### src/rtl/csvft_pkg.sv
// Shared constants, types and helpers of the CSV field tokenizer.
`default_nettype none

package csvft_pkg;

  // Depth of the delayed-whitespace buffer of an unquoted field.
  localparam int PENDING_DEPTH = 16;
  localparam int PEND_IDX_W    = (PENDING_DEPTH > 1) ? $clog2(PENDING_DEPTH) : 1;
  localparam int PEND_CNT_W    = $clog2(PENDING_DEPTH + 1);

  // Parser modes.
  localparam logic [2:0] MODE_BETWEEN  = 3'd0;
  localparam logic [2:0] MODE_UNQUOTED = 3'd1;
  localparam logic [2:0] MODE_QUOTED   = 3'd2;
  localparam logic [2:0] MODE_QSEEN    = 3'd3;
  localparam logic [2:0] MODE_AFTER    = 3'd4;
  localparam logic [2:0] MODE_DISCARD  = 3'd5;

  // Result kinds.
  localparam logic [1:0] KIND_CHAR  = 2'd0;
  localparam logic [1:0] KIND_EOF   = 2'd1;
  localparam logic [1:0] KIND_ERROR = 2'd2;

  // Error codes.
  localparam logic [1:0] ERR_TEXT_AFTER = 2'd0;
  localparam logic [1:0] ERR_UNMATCHED  = 2'd1;
  localparam logic [1:0] ERR_OVERFLOW   = 2'd2;

  // Characters of interest.
  localparam logic [7:0] CH_COMMA = 8'h2C;
  localparam logic [7:0] CH_QUOTE = 8'h22;
  localparam logic [7:0] CH_SPACE = 8'h20;
  localparam logic [7:0] CH_TAB   = 8'h09;
  localparam logic [7:0] CH_NL    = 8'h0A;

  // Source of the next result loaded into the output register.
  localparam logic [1:0] SEL_FLUSH = 2'd0;
  localparam logic [1:0] SEL_RES1  = 2'd1;
  localparam logic [1:0] SEL_RES2  = 2'd2;

  typedef struct packed {
    logic                  accept;
    logic                  load;
    logic [1:0]            sel;
    logic [PEND_IDX_W-1:0] flush_idx;
    logic                  last;
  } ctrl_cmd_t;

  typedef struct packed {
    logic [PEND_CNT_W-1:0] flush_n;
    logic                  has_r1;
    logic                  has_r2;
    logic                  out_free;
  } dp_status_t;

  function automatic logic is_white(input logic [7:0] c);
    return (c == CH_SPACE) || (c == CH_NL) || (c == CH_TAB);
  endfunction

endpackage

`default_nettype wire

### src/rtl/csvft_ctrl.sv
// Sequencing controller: accepts bytes and steps through each byte's results.
`default_nettype none

module csvft_ctrl
  import csvft_pkg::*;
(
  input  wire logic       clk,
  input  wire logic       rst,
  input  wire logic       byte_valid,
  output logic            byte_ready,
  input  wire dp_status_t status,
  output ctrl_cmd_t       cmd
);

  localparam logic [1:0] ST_IDLE  = 2'd0;
  localparam logic [1:0] ST_FLUSH = 2'd1;
  localparam logic [1:0] ST_RES1  = 2'd2;
  localparam logic [1:0] ST_RES2  = 2'd3;

  logic [1:0]            state, state_next;
  logic [PEND_CNT_W-1:0] flush_cnt, flush_cnt_next;
  logic [PEND_CNT_W-1:0] flush_total, flush_total_next;
  logic                  r1_v, r1_v_next;
  logic                  r2_v, r2_v_next;
  logic                  cnt_last, last_one, load, accept;

  assign cnt_last = (PEND_CNT_W'(flush_cnt + 1'b1) == flush_total);

  always_comb begin
    unique case (state)
      ST_FLUSH: last_one = cnt_last && !r1_v && !r2_v;
      ST_RES1:  last_one = !r2_v;
      ST_RES2:  last_one = 1'b1;
      default:  last_one = 1'b0;
    endcase
  end

  assign load       = (state != ST_IDLE) && status.out_free;
  assign byte_ready = (state == ST_IDLE) || (last_one && status.out_free);
  assign accept     = byte_valid && byte_ready;

  always_comb begin
    state_next       = state;
    flush_cnt_next   = flush_cnt;
    flush_total_next = flush_total;
    r1_v_next        = r1_v;
    r2_v_next        = r2_v;
    if (load) begin
      unique case (state)
        ST_FLUSH: begin
          if (!cnt_last) begin
            flush_cnt_next = PEND_CNT_W'(flush_cnt + 1'b1);
          end else if (r1_v) begin
            state_next = ST_RES1;
          end else if (r2_v) begin
            state_next = ST_RES2;
          end else begin
            state_next = ST_IDLE;
          end
        end
        ST_RES1: state_next = r2_v ? ST_RES2 : ST_IDLE;
        ST_RES2: state_next = ST_IDLE;
        default: state_next = ST_IDLE;
      endcase
    end
    if (accept) begin
      flush_cnt_next   = '0;
      flush_total_next = status.flush_n;
      r1_v_next        = status.has_r1;
      r2_v_next        = status.has_r2;
      priority if (status.flush_n != '0) begin
        state_next = ST_FLUSH;
      end else if (status.has_r1) begin
        state_next = ST_RES1;
      end else if (status.has_r2) begin
        state_next = ST_RES2;
      end else begin
        state_next = ST_IDLE;
      end
    end
  end

  always_ff @(posedge clk) begin
    if (rst) begin
      state       <= ST_IDLE;
      flush_cnt   <= '0;
      flush_total <= '0;
      r1_v        <= 1'b0;
      r2_v        <= 1'b0;
    end else begin
      state       <= state_next;
      flush_cnt   <= flush_cnt_next;
      flush_total <= flush_total_next;
      r1_v        <= r1_v_next;
      r2_v        <= r2_v_next;
    end
  end

  always_comb begin
    cmd.accept    = accept;
    cmd.load      = load;
    cmd.flush_idx = flush_cnt[PEND_IDX_W-1:0];
    cmd.last      = last_one;
    unique case (state)
      ST_FLUSH: cmd.sel = SEL_FLUSH;
      ST_RES2:  cmd.sel = SEL_RES2;
      default:  cmd.sel = SEL_RES1;
    endcase
  end

  // A new byte is only taken when the previous one has no result left to load.
  a_accept_when_done: assert property (@(posedge clk) disable iff (rst)
    accept |-> (state == ST_IDLE) || (load && last_one))
    else $error("byte accepted while results of the previous byte remain");

  a_flush_in_range: assert property (@(posedge clk) disable iff (rst)
    (state == ST_FLUSH) |-> (flush_cnt < flush_total))
    else $error("flush index beyond the number of delayed bytes");

  a_flush_continues: assert property (@(posedge clk) disable iff (rst)
    (load && (state == ST_FLUSH) && !cnt_last) |=> (state == ST_FLUSH))
    else $error("flush left before all delayed bytes were sent");

endmodule

`default_nettype wire

### src/rtl/csvft_dp.sv
// Datapath: parser state, whitespace buffer, byte decoder and output register.
`default_nettype none

module csvft_dp
  import csvft_pkg::*;
(
  input  wire logic       clk,
  input  wire logic       rst,
  input  wire logic [7:0] data_byte,
  input  wire logic       line_end,
  input  wire ctrl_cmd_t  cmd,
  output dp_status_t      status,
  output logic            result_valid,
  input  wire logic       result_ready,
  output logic [1:0]      kind,
  output logic [7:0]      char_out,
  output logic            end_of_record,
  output logic [1:0]      error_code,
  output logic            last_result
);

  // Parser state.
  logic [2:0]            mode, mode_next;
  logic                  content_seen, content_seen_next;
  logic [PEND_CNT_W-1:0] pend_count, pend_count_next;
  logic [7:0]            pend_mem [PENDING_DEPTH];

  // Results of the byte now being emitted.
  logic [1:0] r1_kind, r1_kind_next;
  logic [7:0] r1_char, r1_char_next;
  logic       r1_eor, r1_eor_next;
  logic [1:0] r1_code, r1_code_next;
  logic [1:0] r2_kind, r2_kind_next;
  logic       r2_eor, r2_eor_next;
  logic [1:0] r2_code, r2_code_next;

  // Decoder working signals.
  logic                  handled, unq_go, push, failed;
  logic [1:0]            fail_code;
  logic                  mid_v, tail_v, tail_eor;
  logic [1:0]            mid_kind, tail_kind, tail_code;
  logic [7:0]            mid_char;
  logic [PEND_CNT_W-1:0] flush_n;
  logic                  out_free;

  always_comb begin
    mode_next         = mode;
    content_seen_next = content_seen;
    pend_count_next   = pend_count;
    handled           = 1'b0;
    unq_go            = 1'b0;
    push              = 1'b0;
    failed            = 1'b0;
    fail_code         = ERR_TEXT_AFTER;
    mid_v             = 1'b0;
    mid_kind          = KIND_CHAR;
    mid_char          = data_byte;
    tail_v            = 1'b0;
    tail_kind         = KIND_EOF;
    tail_eor          = 1'b1;
    tail_code         = ERR_TEXT_AFTER;
    flush_n           = '0;

    // A quote seen inside a quoted field is resolved by the byte after it.
    if (mode == MODE_QSEEN) begin
      if (data_byte == CH_QUOTE) begin
        mid_v     = 1'b1;
        mid_char  = CH_QUOTE;
        mode_next = MODE_QUOTED;
        handled   = 1'b1;
      end else begin
        mode_next = MODE_AFTER;
      end
    end

    if (!handled) begin
      case (mode_next)
        MODE_UNQUOTED: begin
          if (data_byte == CH_COMMA) begin
            mid_v           = 1'b1;
            mid_kind        = KIND_EOF;
            mode_next       = MODE_BETWEEN;
            pend_count_next = '0;
          end else begin
            unq_go = 1'b1;
          end
        end
        MODE_QUOTED: begin
          if (data_byte == CH_QUOTE) begin
            mode_next = MODE_QSEEN;
          end else begin
            mid_v = 1'b1;
          end
        end
        MODE_AFTER: begin
          if (data_byte == CH_COMMA) begin
            mid_v     = 1'b1;
            mid_kind  = KIND_EOF;
            mode_next = MODE_BETWEEN;
          end else if (data_byte != CH_SPACE) begin
            failed    = 1'b1;
            fail_code = ERR_TEXT_AFTER;
          end
        end
        MODE_DISCARD: begin
        end
        default: begin
          if (data_byte == CH_QUOTE) begin
            mode_next = MODE_QUOTED;
          end else if (data_byte == CH_COMMA) begin
            mid_v    = 1'b1;
            mid_kind = KIND_EOF;
          end else if (data_byte != CH_SPACE) begin
            mode_next         = MODE_UNQUOTED;
            content_seen_next = 1'b0;
            pend_count_next   = '0;
            unq_go            = 1'b1;
          end
        end
      endcase
    end

    // Body byte of an unquoted field: delay inner whitespace, or flush it.
    if (unq_go) begin
      if (is_white(data_byte)) begin
        if (content_seen_next && !line_end) begin
          if (pend_count_next >= PEND_CNT_W'(PENDING_DEPTH)) begin
            failed    = 1'b1;
            fail_code = ERR_OVERFLOW;
          end else begin
            push            = 1'b1;
            pend_count_next = PEND_CNT_W'(pend_count_next + 1'b1);
          end
        end
      end else begin
        flush_n           = pend_count_next;
        pend_count_next   = '0;
        mid_v             = 1'b1;
        content_seen_next = 1'b1;
      end
    end

    if (failed) begin
      tail_v            = 1'b1;
      tail_kind         = KIND_ERROR;
      tail_code         = fail_code;
      mode_next         = line_end ? MODE_BETWEEN : MODE_DISCARD;
      pend_count_next   = '0;
      content_seen_next = 1'b0;
    end else if (line_end) begin
      if (mode_next == MODE_QUOTED) begin
        tail_v    = 1'b1;
        tail_kind = KIND_ERROR;
        tail_code = ERR_UNMATCHED;
      end else if (mode_next != MODE_DISCARD) begin
        tail_v = 1'b1;
      end
      mode_next         = MODE_BETWEEN;
      pend_count_next   = '0;
      content_seen_next = 1'b0;
    end
  end

  // First and second non-flush results of the byte.
  always_comb begin
    r1_kind_next = mid_v ? mid_kind : tail_kind;
    r1_char_next = (mid_v && (mid_kind == KIND_CHAR)) ? mid_char : 8'h00;
    r1_eor_next  = mid_v ? 1'b0 : tail_eor;
    r1_code_next = mid_v ? ERR_TEXT_AFTER : tail_code;
    r2_kind_next = tail_kind;
    r2_eor_next  = tail_eor;
    r2_code_next = tail_code;
  end

  assign out_free        = !result_valid || result_ready;
  assign status.flush_n  = flush_n;
  assign status.has_r1   = mid_v || tail_v;
  assign status.has_r2   = mid_v && tail_v;
  assign status.out_free = out_free;

  always_ff @(posedge clk) begin
    if (rst) begin
      mode         <= MODE_BETWEEN;
      content_seen <= 1'b0;
      pend_count   <= '0;
      result_valid <= 1'b0;
    end else begin
      if (cmd.accept) begin
        mode         <= mode_next;
        content_seen <= content_seen_next;
        pend_count   <= pend_count_next;
      end
      if (cmd.load) begin
        result_valid <= 1'b1;
      end else if (result_ready) begin
        result_valid <= 1'b0;
      end
    end
  end

  // Payload registers and the whitespace buffer.
  always_ff @(posedge clk) begin
    if (cmd.accept && push) begin
      pend_mem[pend_count[PEND_IDX_W-1:0]] <= data_byte;
    end
    if (cmd.accept) begin
      r1_kind <= r1_kind_next;
      r1_char <= r1_char_next;
      r1_eor  <= r1_eor_next;
      r1_code <= r1_code_next;
      r2_kind <= r2_kind_next;
      r2_eor  <= r2_eor_next;
      r2_code <= r2_code_next;
    end
    if (cmd.load) begin
      last_result <= cmd.last;
      unique case (cmd.sel)
        SEL_FLUSH: begin
          kind          <= KIND_CHAR;
          char_out      <= pend_mem[cmd.flush_idx];
          end_of_record <= 1'b0;
          error_code    <= ERR_TEXT_AFTER;
        end
        SEL_RES2: begin
          kind          <= r2_kind;
          char_out      <= 8'h00;
          end_of_record <= r2_eor;
          error_code    <= r2_code;
        end
        default: begin
          kind          <= r1_kind;
          char_out      <= r1_char;
          end_of_record <= r1_eor;
          error_code    <= r1_code;
        end
      endcase
    end
  end

  a_count_bounded: assert property (@(posedge clk) disable iff (rst)
    pend_count <= PEND_CNT_W'(PENDING_DEPTH))
    else $error("whitespace count exceeds buffer depth");

  a_load_into_free: assert property (@(posedge clk) disable iff (rst)
    cmd.load |-> out_free)
    else $error("output register overwritten before it was taken");

  a_discard_empty: assert property (@(posedge clk) disable iff (rst)
    (mode == MODE_DISCARD) |-> (pend_count == '0))
    else $error("whitespace held while discarding a failed line");

endmodule

`default_nettype wire

### src/rtl/csv_field_tokenizer_unit.sv
// A byte's first result goes from the result registers or the buffer into the output register.
// A byte has up to 18 results; all pass through the single output register, which loads one
// result per cycle while it is free, and delayed whitespace is replayed from the buffer
// the same way, one entry per cycle, before the next character.
// Reset is synchronous and active high; it clears the parser state and the sequencer,
// but not the whitespace buffer, whose entries are only read after being written.
`default_nettype none

module csv_field_tokenizer_unit
  import csvft_pkg::*;
(
  input  wire logic       clk,
  input  wire logic       rst,
  // Input bytes of one line, with line_end on the final byte.
  input  wire logic       byte_valid,
  output logic            byte_ready,
  input  wire logic [7:0] data_byte,
  input  wire logic       line_end,
  // Result beats.
  output logic            result_valid,
  input  wire logic       result_ready,
  output logic [1:0]      kind,
  output logic [7:0]      char_out,
  output logic            end_of_record,
  output logic [1:0]      error_code,
  output logic            last_result
);

  // The controller decides when a byte beat is taken and which result is loaded
  // into the output register each cycle. The datapath decodes the byte against the
  // parser mode when it is taken, stores up to two results of its own and the
  // count of delayed whitespace bytes that must be replayed ahead of them.
  ctrl_cmd_t  cmd;
  dp_status_t status;

  // A new byte may be taken in the same cycle as the last result of the previous
  // byte is loaded, so bytes with a single result stream at one per cycle while the
  // output register is free; a waiting result there holds up the input unless idle.
  csvft_ctrl u_ctrl (
    .clk        (clk),
    .rst        (rst),
    .byte_valid (byte_valid),
    .byte_ready (byte_ready),
    .status     (status),
    .cmd        (cmd)
  );

  // The datapath holds the parser mode, the content flag, the whitespace buffer
  // and the output register. The buffer is read straight into the output
  // register, so a replayed whitespace byte is loaded like any other result.
  csvft_dp u_dp (
    .clk           (clk),
    .rst           (rst),
    .data_byte     (data_byte),
    .line_end      (line_end),
    .cmd           (cmd),
    .status        (status),
    .result_valid  (result_valid),
    .result_ready  (result_ready),
    .kind          (kind),
    .char_out      (char_out),
    .end_of_record (end_of_record),
    .error_code    (error_code),
    .last_result   (last_result)
  );

endmodule

`default_nettype wire
### config.mk
export PLATFORM = sky130hd
export DESIGN_NAME = csv_field_tokenizer_unit
export DESIGN_NICKNAME = d
export VERILOG_FILES = /design/src/rtl/csvft_pkg.sv /design/src/rtl/csvft_ctrl.sv /design/src/rtl/csvft_dp.sv /design/src/rtl/csv_field_tokenizer_unit.sv
export SDC_FILE = /design/constraint.sdc
export NUM_CORES = 1
export LEC_CHECK = 0
export BUFFER_PORTS_ARGS = -buffer_cell sky130_fd_sc_hd__buf_2
export CORE_MARGIN = 10
export CORE_UTILIZATION = 60
export DETAILED_ROUTE_END_ITERATION = 6
export PLACE_DENSITY = 0.79
export SLEW_MARGIN = 20
export SYNTH_ARGS = -nofsm -noshare
export SYNTH_HDL_FRONTEND = slang
export SYNTH_SLANG_ARGS = --single-unit
### constraint.sdc
create_clock -name clk -period 4.6 [get_ports clk]
set_input_delay 0.46 -clock clk [delete_from_list [all_inputs] [get_ports clk]]
set_output_delay 0.46 -clock clk [all_outputs]
set_load 0.02 [all_outputs]
### Word level (Yosys, flattened, before mapping)

Memory sizes are Yosys's and may differ from the RTL's. A register that Yosys moved wholly into a read port is not among the register bits.
Cells that the tools add are included.

| storage, ports and cells | value |
|---|---|
| bits in registers | 55 |
| bits in writable memories | 128 |
| bits of input ports | 13 |
| output and inout port bits | 16 |
| logic and storage cells | 179 |
| memories kept | 1 |

| cells by class | value |
|---|---|
| $add $sub $neg | 2 |
| magnitude comparators | 1 |
| eq/ne operators | 19 |
| multiplexer cells | 103 |
| bitwise gates (word level) | 1 |
| reduce and logical (&&, ||, !) cells | 32 |

Memories:

| name | depth | bits a word | rd ports | clocked after memory_dff | wr ports | RTL line | source |
|---|---|---|---|---|---|---|---|
| u_dp.pend_mem | 16 | 8 | 1 | 1 | 1 | csvft_dp.sv:26 | `logic [7:0] pend_mem [PENDING_DEPTH];` |

Operator list:

| kind | count |
|---|---|
| 5-bit two-way mux | 13 |
| 1-bit two-way mux | 44 |
| 2-bit two-way mux | 19 |
| 3-bit two-way mux | 11 |
| 8-bit by 6-bit equality test with 1-bit output, second input constant | 3 |
| 2-bit case mux with 2 select lines | 5 |
| 8-bit by 4-bit equality test with 1-bit output, second input constant | 2 |
| 8-bit two-way mux | 2 |
| 8-bit case mux with 2 select lines | 1 |
| 5-bit by 1-bit adder with 5-bit output, second input constant | 2 |
| 5-bit case mux with 2 select lines | 1 |
| 3-bit by 2-bit equality test with 1-bit output, second input constant | 3 |
| 1-bit logical AND | 9 |
| 3-bit case mux with 3 select lines | 1 |
| 4-bit two-way mux | 2 |
| 8-bit by 6-bit inequality test with 1-bit output, second input constant | 1 |
| 2-bit equality test, second input constant | 3 |
| 3-bit equality test, second input constant | 2 |
| 2-bit zero test | 3 |
| 1-bit case mux with 3 select lines | 2 |
| 2-bit nonzero test | 3 |
| 2-bit OR reduction | 3 |
| 5-bit equality test | 1 |
| 5-bit greater-or-equal comparator, second input constant | 1 |
| 13 further kinds | 21 |

### Logic depth before layout (Yosys ltp)

| logic depth | value |
|---|---|
| depth after elaboration | 18 |
| depth in mapped cells | 10 |
| depth with buffers taken out | 9 |

### Cells and area by module

Synthesis repeated with hierarchy kept, for this count alone.

| unflattened totals | value |
|---|---|
| cell total of the unflattened synthesis | 521 |
| area, all modules | 8117.8 um^2 |

Modules (own cells, without submodules):

| module | times used | cells each | area an instance (um^2) | sequential area each (um^2) |
|---|---|---|---|---|
| csvft_dp | 1 | 405 | 7139.3 | 4974.8 |
| csvft_ctrl | 1 | 116 | 978.4 | 280.3 |

### Least setup slack after synthesis

OpenSTA, ideal clock, no wires.

| timing | value |
|---|---|
| kind | register to register |
| start | register u_ctrl.flush_cnt[0] |
| end | memory u_dp.pend_mem[0][0] (enable) |
| library setup time | 0.370 ns |
| data arrival time | 2.729 ns |
| data required time | 4.230 ns |
| path slack | 1.501 ns |
| stages on the path, launching flop included | 10 |
| buffers on the path | 1 |
| clock period less this slack | 3.099 ns |
| cell sequence | dfxtp_1 -> ha_1 -> nor2b_1 -> or3_1 -> a311o_2 -> o21a_4 -> inv_1 -> buf_2 -> nand3_1 -> nor2_1 |

RTL lines:

| item | RTL line | source |
|---|---|---|
| from (decl) | csvft_ctrl.sv:21 | `logic [PEND_CNT_W-1:0] flush_cnt, flush_cnt_next;` |
| from (signal assigned) | csvft_ctrl.sv:92 | `flush_cnt <= flush_cnt_next;` |
| to (decl) | csvft_dp.sv:26 |  |

### Final worst setup path

| timing | value |
|---|---|
| start | register u_ctrl.flush_cnt[0] |
| end | memory u_dp.pend_mem[8][3] (enable) |

| between the ends | value |
|---|---|
| cells in the longest elaborated chain, start to end | 11 |

RTL lines:

| item | RTL line | source |
|---|---|---|
| 5-bit by 1-bit adder with 5-bit output | csvft_ctrl.sv:27 | `assign cnt_last = (PEND_CNT_W'(flush_cnt + 1'b1) == flush_total);` |
| 5-bit equality test | csvft_ctrl.sv:27 |  |
| 1-bit logical AND (2 in a row) | csvft_ctrl.sv:31 | `ST_FLUSH: last_one = cnt_last && !r1_v && !r2_v;` |
| 1-bit case mux with 3 select lines | csvft_ctrl.sv:30 | `unique case (state)` |
| 1-bit logical AND | csvft_ctrl.sv:39 | `assign byte_ready = (state == ST_IDLE) \|\| (last_one && status.out_free);` |
| 1-bit logical OR | csvft_ctrl.sv:39 |  |
| 1-bit logical AND | csvft_ctrl.sv:40 | `assign accept = byte_valid && byte_ready;` |
| 1-bit logical AND | csvft_dp.sv:203 | `if (cmd.accept && push) begin` |
| 1-bit two-way mux | csvft_dp.sv:203 |  |
| 1-bit two-way mux (not written as such) | csvft_dp.sv:204 | `pend_mem[pend_count[PEND_IDX_W-1:0]] <= data_byte;` |

No other way between the ends.

==> impl_summary.txt <==
----------------------------------------------------
[Synth]
  Total standard cell area after synthesis ... 8070 um2
  Ranking of synthesized cells by area ... edfxtp_1, mux4_2, dfxtp_1
  Multiplexer share of the synthesized area ... 0.114
  Proportion of netlist area held by the largest area contributor ... 0.591
  Number of flops mapped to enable cells by yosys ... between 150 and 200
  Dominant synthesized flop cell ... edfxtp_1
  Async set-reset flop share out of synthesis ... 0
  XOR/XNOR Fraction of Synth Area ... 0.0130
  Count of distinct cell types in the synthesized netlist ... 56
  Compound-gate portion of the synthesized area ... 0.0722
  Post-synthesis share of cell area spent on full adders, half adders and majority gates ... 0.0124
  Avg Synthesized Cell Area ... between 10 and 15 um2
  Syn nets ... around 560
  Main combinational cell family by area after synthesis ... multiplexers
  Share of synthesized cell area in and, or, nand and nor gates ... 0.107
  Share of the yosys chip area belonging to registers ... 0.661
  Gate count after technology mapping ... 541
  Number of synthesis warnings ... 0
  Count of state elements after synthesis ... around 190
  Cell accounting for the most synthesized area ... edfxtp_1

[Timing]
  Transition at the pin with the smallest max-transition slack ... between 0.8 and 0.9 ns
  Worst slew margin relative to its limit ... 0.444
  Smallest setup slack after layout ... roughly 1.3 ns
  Worst clock skew on the final layout ... ~0.011 ns
  Setup repair after global routing missed its margin ... no
  Count of endpoints failing setup in the final report ... 0
  Clock period minus worst slack ... 3.33 ns
  Final TNS setup ... 0 ns
  Final max-slew violation count ... 0
  Final worst path period share ... 0.725
  Upper clock frequency limit ... 300 MHz
  Fin. Hold Viols ... 0

[Floorplanning]
  Vertical extent of the die ... about 140 um
  Core Region ... 13,200 um2
  Die area ... 18,500 um2
  Starting density of the core ... 0.612
  Number of primary I/O pins ... 29
  Count of standard-cell rows ... 42
  Floorplan die width ... around 140 um

[Pwr]
  Leakage Power ... just under 3 nW
  Part of the power in registers ... 0.534
  Part of the total power dissipated in combinational logic ... 0.067
  Total chip power ... 3.57 mW
  Switching part of the total power ... 0.236
  Areal power density over the cells ... 400 nW/um2
  Internal power contribution ... around 2.7 mW
  Clk network pwr share ... 0.399
  Switching power ... ~0.84 mW
  Worst VDD drop ... 267 uV

[CTS]
  Number of buffers added by the clock tree synthesis step ... 17
  CTS-repair resized insts ... 0
  Root buffer cell ... clkbuf_16
  Post-CTS setup repair buffer count ... 0
  H-tree level count ... 4
  Maximum clock insertion buffer count ... 2
  Clock sink count ... 187
  Cts-stage hold buffer count ... 0
  Clock latency of the later-clocked register in the worst-skew pair ... ~0.44 ns
  Clock slew seen by the registers of the worst setup and hold paths ... around 0.070 ns
  TritonCTS clock tree ... done

[Global routing]
  Number of global-route vias before repair ... 4,712
  Largest net degree at the start of global routing ... 34
  Remaining global-route overflow ... 0
  Aggregate global-route resource usage ... 0.199
  Wire length of the first global-routing pass ... about 28 mm
  Number of antenna violations at the first check in global routing ... 1

[Placed design]
  Post-place setup slack ... about 1.3 ns
  Input/output buffers ... 28
  Post-detailed-placement half-perimeter wirelength ... 11.3 mm
  Last weighted congestion value of the routability-driven placer ... roughly 0.84

[Critical path]
  Sort of element at the end of the critical path ... register
  Worst Path Class, Setup ... register to register
  Startpoint class of the critical path ... register
  Data required time of the worst path ... 4.67 ns
  Arrival time reported for the critical path endpoint ... 3.40 ns
  Crit-path max FO ... 16

[Route]
  Met3 WL ... between 1.5 and 2 mm
  Routed met1 length ... about 6.9 mm
  Number of vias per cell after detailed routing ... about 6.4
  Wire length per cell after detailed routing ... 23.3 um
  Number of remaining DRC errors ... 0
  WL met2 ... 8.56 mm
  First DRT Iteration DRCs ... between 600 and 700
  Highest routed metal layer ... met4
  TritonRoute pass-1 iters ... 5
  Wire length after detailed routing ... ~18 mm
  Remaining antenna violation count ... 0
  Total number of vias ... between 4,000 and 5,000

[Cells and area]
  Combined area of the multi-input logic cells ... ~2600 um2
  Number of fillers in the final layout ... approximately 850
  Diode count ... 0
  Post-layout util ... 0.677
  Number of nets in the final layout ... ~580
  Area overhead of the layout relative to synthesis ... 10.6%
  Fraction of final layout cells with drive strength greater than 1 ... 0.196
  Combined flip-flop and latch cell area ... between 5000 and 6000 um2

[Run]
  # Max-Cap Violations ... 0

[Run status]
  Status ... completed

[Hold path]
  Hold Crit Class ... primary input to register

----------------------------------------------------
-- final timing paths --
path | endpoint | slack, ns | cells after the start | from
hold / removal | u_dp.result_valid$_SDFFE_PP0P_ | 0.41 | 3 | result_ready
setup / recovery | u_dp.pend_mem[8][3]$_DFFE_PP_ | 1.27 | 8 | u_ctrl.flush_cnt[0]$_SDFFE_PP0P_
setup reg to reg | u_dp.pend_mem[8][3]$_DFFE_PP_ | 1.27 | 8 | u_ctrl.flush_cnt[0]$_SDFFE_PP0P_
hold reg to reg | u_ctrl.r1_v$_SDFFE_PP0P_ | 0.48 | 2 | u_ctrl.r1_v$_SDFFE_PP0P_
-- stage by stage --
stage          instances  hold WS [ns]  instance area (um2)
2_1_floorplan        541         0.440                 8070
3_3_place_gp         720         0.458                 8340
3_5_place_dp         720         0.466                 8340
4_1_cts              752         0.398                 8930
5_1_grt              752         0.423                 8930
6_report             752         0.414                 8930
-- kinds of logic (layout without fill, tap and decap cells) --
group           count (synthesis)  in the layout
compound gates                 88             88
flops                         187            187
fa+ha+maj                       8              8
simple gates                  162            162
xor+xnor                       12             12
buf+inv                        42             77
mux                            42             42
-- Yosys cell counts (5+ instances only) --
library cell / count
buf_2: 7
ha_1: 8
a21oi_1: 21
nor2b_1: 16
clkbuf_1: 17
o21a_1: 6
nand3_1: 18
nand2b_1: 19
edfxtp_1: 159
xor2_1: 7
mux4_2: 40
o211ai_1: 5
inv_1: 15
nor2_1: 36
xnor2_1: 5
nand2_1: 29
o21ai_0: 24
dfxtp_1: 28
a22o_1: 6
or2_2: 5
and2_1: 6
-- sequential cells by signal, summed over array words and instances, names as in the netlist, named ones only --
register,flops
u_dp.r1_eor,1
u_dp.pend_count,5
u_dp.char_out,8
u_dp.r2_code,2
u_dp.result_valid,1
u_dp.last_result,1
u_dp.kind,2
u_dp.pend_mem,128
u_dp.end_of_record,1
u_ctrl.r2_v,1
u_dp.content_seen,1
u_ctrl.flush_cnt,5
u_dp.mode,3
u_dp.r1_kind,2
u_dp.r2_kind,2
u_ctrl.state,2
u_ctrl.flush_total,5
u_dp.r1_char,8
u_ctrl.r1_v,1
u_dp.r1_code,2
u_dp.error_code,2
-- power groups by stage --
stage	clock, mW	sequential (mW)	combinational (mW)
detailed placement	0	1.95	0.236
floorplan	0	1.97	0.134
CTS	1.44	1.91	0.240
global route	1.52	1.91	0.260
global placement	0	1.95	0.228
finish	1.43	1.91	0.238
-- cell usage in the layout, fill, tap and decap left out, types with 3 or more instances in the layout --
cell type   Yosys  final
edfxtp_1      159    159
mux4_2         40     40
nor2_1         36     36
nand2_1        29     29
buf_2           7     28
dfxtp_1        28     27
o21ai_0        24     24
a21oi_1        21     21
nand2b_1       19     19
nand3_1        18     18
clkbuf_16       0     17
nor2b_1        16     16
inv_1          15     15
ha_1            8      8
xor2_1          7      7
o21a_1          6      6
and2_1          6      6
a22o_1          6      6
xnor2_1         5      5
o211ai_1        5      5
or2_2           5      5
nand4_1         4      4
nor4_1          4      4
inv_6           0      4
clkinvlp_4      0      4
nor3b_1         3      3
or3_1           3      3
a211oi_1        3      3
nor3_1          3      3
a21o_1          3      3
and3_1          3      3
o32ai_1         3      3
-- metal layers --
layer,vias up,GRT usage
li1,2139,-
met1,2366,0.270
met2,311,0.303
met3,26,0.0531
met4,0,0.0704
met5,-,0
-- worst max-delay path, stage by stage, from the launching register on --
cell      delay (ns)
dfxtp_1         0.41
ha_1            0.26
nor2b_1         0.07
or3_1           0.37
a311o_2         0.48
o21a_4          0.30
inv_1           0.16
nand4b_1        0.28
nor2_1          0.63
-- area by class of cell --
cell class / count / share of cell area
flip-flops and latches: 187 / 0.598
multi-input cells: 312 / 0.288
clock buffers: 17 / 0.0477
well taps: 176 / 0.0247
clock inverters: 15 / 0.0178
repair buffers: 30 / 0.0174
inverters: 15 / 0.00631
(Power assumes the default switching activity.)
